[config.mk]
export PLATFORM = sky130hd
export DESIGN_NAME = servo_frame_receiver_core
export DESIGN_NICKNAME = d
export VERILOG_FILES = /design/src/rtl/core/sfr_pkg.sv /design/src/rtl/core/sfr_store.sv /design/src/rtl/core/servo_frame_receiver_core.sv
export SDC_FILE = /design/constraint.sdc
export NUM_CORES = 1
export LEC_CHECK = 0
export ABC_CLOCK_PERIOD_IN_PS = 4000
export BUFFER_PORTS_ARGS = -buffer_cell sky130_fd_sc_hd__buf_4
export CORE_MARGIN = 3
export CORE_UTILIZATION = 35
export DETAILED_ROUTE_END_ITERATION = 8
export HOLD_SLACK_MARGIN = 0.06
export REMOVE_ABC_BUFFERS = 1
export SLEW_MARGIN = 20
export SYNTH_ARGS = -nofsm -noshare
export SYNTH_HDL_FRONTEND = slang
export SYNTH_SLANG_ARGS = --single-unit
[constraint.sdc]
create_clock -name clk -period 4 [get_ports clk]
set_clock_uncertainty 0.1 [all_clocks]
set_input_delay 0.2 -clock clk [delete_from_list [all_inputs] [get_ports clk]]
set_output_delay 0.2 -clock clk [all_outputs]
set_load 0.01 [all_outputs]
[src/rtl/core/sfr_pkg.sv]
// Shared types and constants for the servo frame receiver.
// No dependencies; imported by every module of the block.
package sfr_pkg;

  // Byte count register width (holds counts up to 127)
  localparam int CNT_W     = 7;
  localparam int BYTE_W    = 8;
  localparam logic [BYTE_W-1:0] SYNC_BYTE = 8'hFF;
  // Header length: two sync bytes, id, length
  localparam int HDR_BYTES = 4;

  typedef enum logic {
    ST_RECV,
    ST_REPLAY
  } sfr_state_t;

endpackage

[src/rtl/core/sfr_store.sv]
// Frame store: single-port-write, single-port-read synchronous RAM.
// Read data is registered and holds until the next read; uses sfr_pkg.
module sfr_store
  import sfr_pkg::*;
#(
  parameter int DEPTH = 64,
  parameter int AW    = 6
) (
  input  logic              clk,
  input  logic              wr_en,
  input  logic [AW-1:0]     wr_addr,
  input  logic [BYTE_W-1:0] wr_data,
  input  logic              rd_en,
  input  logic [AW-1:0]     rd_addr,
  output logic [BYTE_W-1:0] rd_data
);

  logic [BYTE_W-1:0] mem [DEPTH];
  logic [BYTE_W-1:0] rd_data_r;

  // Write port
  always_ff @(posedge clk) begin
    if (wr_en) begin
      mem[wr_addr] <= wr_data;
    end
  end

  // Registered read port
  always_ff @(posedge clk) begin
    if (rd_en) begin
      rd_data_r <= mem[rd_addr];
    end
  end

  assign rd_data = rd_data_r;

endmodule

[src/rtl/core/servo_frame_receiver_core.sv]
// Replay start: after a frame's checksum byte is accepted, its first output item passes
// through the replay state register, the store's read register and the output register.
// Throughput: one byte per cycle in, then a good frame of L+4 bytes is replayed at one
// byte per cycle unless stalled, via the store's single read port, input held off meanwhile.
// Reset (rst_n, synchronous, active low) clears count, sum, state and output valid;
// the frame store is not cleared and needs no sweep.
module servo_frame_receiver_core
  import sfr_pkg::*;
#(
  parameter int MAX_FRAME = 64
) (
  input  logic       clk,
  input  logic       rst_n,
  input  logic       in_tvalid,
  output logic       in_tready,
  input  logic [7:0] in_tdata,   // [7:0] rx_byte
  output logic       out_tvalid,
  input  logic       out_tready,
  output logic [7:0] out_tdata,  // [7:0] frame_byte
  output logic       out_tlast   // frame_last
);

  localparam int AW = (MAX_FRAME > 1) ? $clog2(MAX_FRAME) : 1;

  sfr_state_t state_r, state_nxt;

  logic [CNT_W-1:0]  byte_count_r, byte_count_nxt;
  logic [BYTE_W-1:0] running_sum_r, running_sum_nxt;
  logic [CNT_W-1:0]  len_r, len_nxt;
  logic [CNT_W-1:0]  frame_len_r, frame_len_nxt;
  logic [AW-1:0]     rd_addr_r, rd_addr_nxt;
  logic              pend_r, pend_nxt;
  logic              pend_last_r, pend_last_nxt;
  logic              out_valid_r, out_valid_nxt;
  logic [BYTE_W-1:0] out_data_r, out_data_nxt;
  logic              out_last_r, out_last_nxt;

  logic              in_fire;
  logic [CNT_W-1:0]  cnt_cur;
  logic [CNT_W-1:0]  n;
  logic [CNT_W-1:0]  lim;
  logic [BYTE_W-1:0] b;
  logic              start_replay;
  logic              rd_en;
  logic              load;
  logic              rd_issue;
  logic              issue_last;
  logic [BYTE_W-1:0] rd_data;

  assign in_fire = in_tvalid && in_tready;
  assign b       = in_tdata;

  // Write position; out-of-range count folds back to zero
  assign cnt_cur = (byte_count_r >= CNT_W'(MAX_FRAME)) ? '0 : byte_count_r;
  assign n       = cnt_cur + CNT_W'(1);
  assign lim     = len_r + CNT_W'(HDR_BYTES);

  // Frame parsing on each accepted byte
  always_comb begin
    byte_count_nxt  = byte_count_r;
    running_sum_nxt = running_sum_r;
    len_nxt         = len_r;
    frame_len_nxt   = frame_len_r;
    start_replay    = 1'b0;
    if (in_fire) begin
      byte_count_nxt = n;
      if (n <= CNT_W'(2)) begin
        if (b != SYNC_BYTE) begin
          byte_count_nxt = '0;
        end
      end else if (n == CNT_W'(3)) begin
        running_sum_nxt = b;
      end else if (n == CNT_W'(HDR_BYTES)) begin
        if (b > BYTE_W'(MAX_FRAME - HDR_BYTES)) begin
          byte_count_nxt = '0;
        end else begin
          running_sum_nxt = running_sum_r + b;
          len_nxt         = b[CNT_W-1:0];
        end
      end else if (n < lim) begin
        running_sum_nxt = running_sum_r + b;
      end else begin
        // End of frame or overrun
        byte_count_nxt = '0;
        if ((n == lim) && (b == ~running_sum_r)) begin
          start_replay  = 1'b1;
          frame_len_nxt = n;
        end
      end
    end
  end

  // Replay pipeline: read issue, pending read data, output register
  assign load       = pend_r && (!out_valid_r || out_tready);
  assign rd_issue   = (state_r == ST_REPLAY) && (!pend_r || load);
  assign issue_last = ((CNT_W'(rd_addr_r) + CNT_W'(1)) == frame_len_r);

  always_comb begin
    rd_addr_nxt   = rd_addr_r;
    pend_last_nxt = pend_last_r;
    pend_nxt      = pend_r;
    if (rd_issue) begin
      rd_addr_nxt   = issue_last ? '0 : rd_addr_r + AW'(1);
      pend_last_nxt = issue_last;
      pend_nxt      = 1'b1;
    end else if (load) begin
      pend_nxt = 1'b0;
    end
  end

  always_comb begin
    out_valid_nxt = out_valid_r;
    out_data_nxt  = out_data_r;
    out_last_nxt  = out_last_r;
    if (load) begin
      out_valid_nxt = 1'b1;
      out_data_nxt  = rd_data;
      out_last_nxt  = pend_last_r;
    end else if (out_tready) begin
      out_valid_nxt = 1'b0;
    end
  end

  // Next state
  always_comb begin
    state_nxt = state_r;
    case (state_r)
      ST_RECV: begin
        if (start_replay) begin
          state_nxt = ST_REPLAY;
        end
      end
      ST_REPLAY: begin
        if (rd_issue && issue_last) begin
          state_nxt = ST_RECV;
        end
      end
      default: state_nxt = ST_RECV;
    endcase
  end

  // State outputs
  always_comb begin
    in_tready = 1'b0;
    rd_en     = 1'b0;
    case (state_r)
      ST_RECV:   in_tready = 1'b1;
      ST_REPLAY: rd_en     = rd_issue;
      default: begin
        in_tready = 1'b0;
        rd_en     = 1'b0;
      end
    endcase
  end

  // Control registers
  always_ff @(posedge clk) begin
    if (!rst_n) begin
      state_r       <= ST_RECV;
      byte_count_r  <= '0;
      running_sum_r <= '0;
      rd_addr_r     <= '0;
      pend_r        <= 1'b0;
      out_valid_r   <= 1'b0;
    end else begin
      state_r       <= state_nxt;
      byte_count_r  <= byte_count_nxt;
      running_sum_r <= running_sum_nxt;
      rd_addr_r     <= rd_addr_nxt;
      pend_r        <= pend_nxt;
      out_valid_r   <= out_valid_nxt;
    end
  end

  // Payload registers
  always_ff @(posedge clk) begin
    len_r       <= len_nxt;
    frame_len_r <= frame_len_nxt;
    pend_last_r <= pend_last_nxt;
    out_data_r  <= out_data_nxt;
    out_last_r  <= out_last_nxt;
  end

  sfr_store #(
    .DEPTH (MAX_FRAME),
    .AW    (AW)
  ) u_store (
    .clk     (clk),
    .wr_en   (in_fire),
    .wr_addr (cnt_cur[AW-1:0]),
    .wr_data (b),
    .rd_en   (rd_en),
    .rd_addr (rd_addr_r),
    .rd_data (rd_data)
  );

  assign out_tvalid = out_valid_r;
  assign out_tdata  = out_data_r;
  assign out_tlast  = out_last_r;

endmodule

==> impl_metrics.toml <==
[routing]
first_iter_violations = 1090
drcViolationCount = 0
firstDrtPassIters = 5
route.antenna.remaining_nets = 0
wirelength_mm = 51.0
num_vias = 11100
wl_per_cell_um = 24.5
via_per_inst = 5.30

[cells_and_area]
area_delta_synth_final_pct = 15.0
fin_nets = 1225
drive_gt1_frac = 0.256
utilization = 0.411
num_antenna_cells = 0

[pwr]
switching_power_mw = 2.33
power_mw = 12.3
pwr-share-clk = 0.458
power.share.sequential = 0.528
internal-power_mw = 10.0
power_density_nw_per_um2 = 471
swShare = 0.189
ir_drop_v = 0.000331
pwr-share-comb = 0.014
p_leak_nw = 7.96

[sta]
setup_viol_count_final = 0
relSlewSlack = 0.378
timing.final.crit_share = 0.945
finalHoldViolCount = 0
rsz0062_at_grt = "false"
hold_slack_ns = 0.110
slew_viol_final = 0
worst_pin_slew_ns = 0.933
maxClockFrequency_mhz = 265
fin_tns_setup_ns = 0
post-route-min-period_ns = 3.78

[worst_setup_path]
cp_max_fo = 14
rr_worst_depth = 10
reg2reg_to = "running_sum_r[6]$_SDFFE_PN0P_"
crit_required_ns = 4.39
start_kind = "register"
worstReg2RegStart = "byte_count_r[3]$_SDFFE_PN0P_"
rrSetupSlack_ns = 0.22
crit_type = "reg -> reg"
end_kind = "register"
crit_arrival_ns = 4.17

[floorplan]
dieArea_um2 = 68100
io_pins = 23
chipHeight_um = 261
die_x_um = 261
initial_core_util = 0.358
fp-row-count = 92
core_um2 = 63700

[logic_synthesis]
yosysMostFrequentCell = "edfxtp_1"
synth.avg_cell_area_um2 = 20.2
ys_seq_area_frac = 0.739
ys_warn_count = 0
ys_ff_latch = 568
synth.distinct_cells = 59
synthTopCellsByCount = "edfxtp_1 (544), mux4_2 (160), nor2_1 (84)"
synthFlopType = "edfxtp_1"
synth_top_area_frac = 0.718
yosysTopAreaCell = "edfxtp_1"
syn-cell-area_um2 = 22800
syn_inst = 1126
netlist_top_cells_area = "edfxtp_1 (72%), mux4_2 (16%), dfxtp_1 (2.1%)"
synth_edf_count = 544
synth-async-reset-ratio = 0

[min_path]
hold_path_class = "in -> reg"
hold_depth = 4
hp-start = "in_tvalid"
min_to = "byte_count_r[5]$_SDFFE_PN0P_"

[clock_network]
clock-sinks = 568
postCtsSetupRepairBufs = 0
ctsHtreeMaxLevel = 2
cts_tree = "done"
clock_latency_ns = 0.61
clk_pin_slew_ns = 0.06
numCtsBuffers = 58
cts_buffer_depth = 3
root_buffer = "clkbuf_16"

[grt]
grt_pass1_vias = 11100
track_usage = 0.152
antenna_found_initial = 0
grt_overflow = 0
grt_pass1_wl_mm = 75.8
grt_max_degree = 71

[job]
cap_violations = 0

[place]
dpl.hpwl_mm = 31.4
gp_congestion = 0.824
io_buffers = 22

[status]
status = "finished clean"
## sequential cells by signal, summed over array words and instances (netlist names), 6 cells and up
register,cells
rd_addr_r,6
u_store.rd_data,8
out_tdata,8
frame_len_r,7
byte_count_r,7
len_r,7
running_sum_r,8
u_store.mem,512
## power groups by stage
| stage | Sequential [mW] | Combinational (mW) | Clock (mW) |
|---|---|---|---|
| after floorplan | 6.64 | 0.0339 | 0 |
| after global placement | 6.64 | 0.165 | 0 |
| after detailed placement | 6.64 | 0.173 | 0 |
| after CTS | 6.51 | 0.180 | 5.75 |
| after global routing | 6.51 | 0.193 | 6.00 |
| final | 6.51 | 0.176 | 5.66 |
## area by class of cell
type                       count  area [µm²]
timing repair buffer          69         618
sequential                   568       16800
tap                          846        1060
fill                        5522       37500
inverter                      13        48.8
multi-input combinational    485        5650
clock buffer                  74        1530
clock inverter                31         450
## per-layer routing
layer  GRT usage  part of all wire  vias up
li1            -                 -     4789
met3      0.0329             0.068       72
met5           0                 0        -
met1       0.221              0.44     5869
met4      0.0346             0.019        0
met2       0.237              0.47      326
## cell families (layout without fill, tap and decap cells)
kind of cell    count (synthesis)  after routing  share of synthesized area
xor+xnor                       17             17                    0.00654
buf+inv                        73            187                     0.0139
compound gates                 81             81                     0.0263
mux                           163            163                      0.160
simple gates                  206            206                     0.0445
flops                         568            568                      0.739
fa+ha+maj                      18             18                     0.0102
## critical path, stage by stage, from the launching register on
cell and delay, ns:
dfxtp_1 0.46, nor2b_1 0.32, nand3_1 0.31, nor2_1 0.25
ha_1 0.29, a41oi_1 0.20, o21ai_0 0.17, nor3_2 0.40
o31ai_4 0.21, o311a_1 0.39, dlygate4sd3_1 0.55
## through the flow
stage	worst slack [ns]	std cells	area (µm²)
3_3_place_gp	0.606	1971	24100
4_1_cts	0.0464	2086	26200
6_report	0.220	2086	26200
3_5_place_dp	0.466	1971	24100
5_1_grt	0.0557	2086	26200
2_1_floorplan	-3.60	1066	22500
## layout by cell type (no fill, tap or decap), types with 4 or more instances in the layout
cell type / count
edfxtp_1: 544
mux4_2: 160
nor2_1: 84
clkbuf_16: 59
buf_4: 53
nand2_1: 35
nand3_1: 22
dfxtp_1: 20
ha_1: 17
nor2b_1: 16
a21oi_1: 16
a22oi_1: 16
clkbuf_1: 15
inv_1: 13
bufinv_16: 12
xor2_1: 10
dlygate4sd3_1: 10
clkinv_1: 9
clkinv_2: 8
xnor2_1: 7
o21ai_0: 7
or4_1: 7
a211oi_1: 6
nor3_1: 6
buf_12: 6
o21a_1: 5
nand4_1: 5
and2_1: 4
a32o_1: 4
a31o_2: 4
## worst max path at each step
stage | startpoint | end | slack (ns) | depth (start not counted)
after CTS | byte_count_r[3]$_SDFFE_PN0P_ | running_sum_r[6]$_SDFFE_PN0P_ | 0.05 | 11
final | byte_count_r[3]$_SDFFE_PN0P_ | running_sum_r[6]$_SDFFE_PN0P_ | 0.22 | 10
after global routing | byte_count_r[3]$_SDFFE_PN0P_ | running_sum_r[6]$_SDFFE_PN0P_ | 0.06 | 10
after global placement | byte_count_r[3]$_SDFFE_PN0P_ | running_sum_r[7]$_SDFFE_PN0P_ | 0.61 | 10
after floorplan | rd_addr_r[0]$_SDFFE_PN0P_ | rd_addr_r[2]$_SDFFE_PN0P_ | -3.60 | 6
after detailed placement | byte_count_r[3]$_SDFFE_PN0P_ | running_sum_r[7]$_SDFFE_PN0P_ | 0.47 | 10
## repair_timing
item,in CTS,in global routing
hold buffers,10,0
resized for setup,0,1
hold endpoints to repair,91,0
setup endpoints to repair,0,1
(Power assumes the default switching activity.)
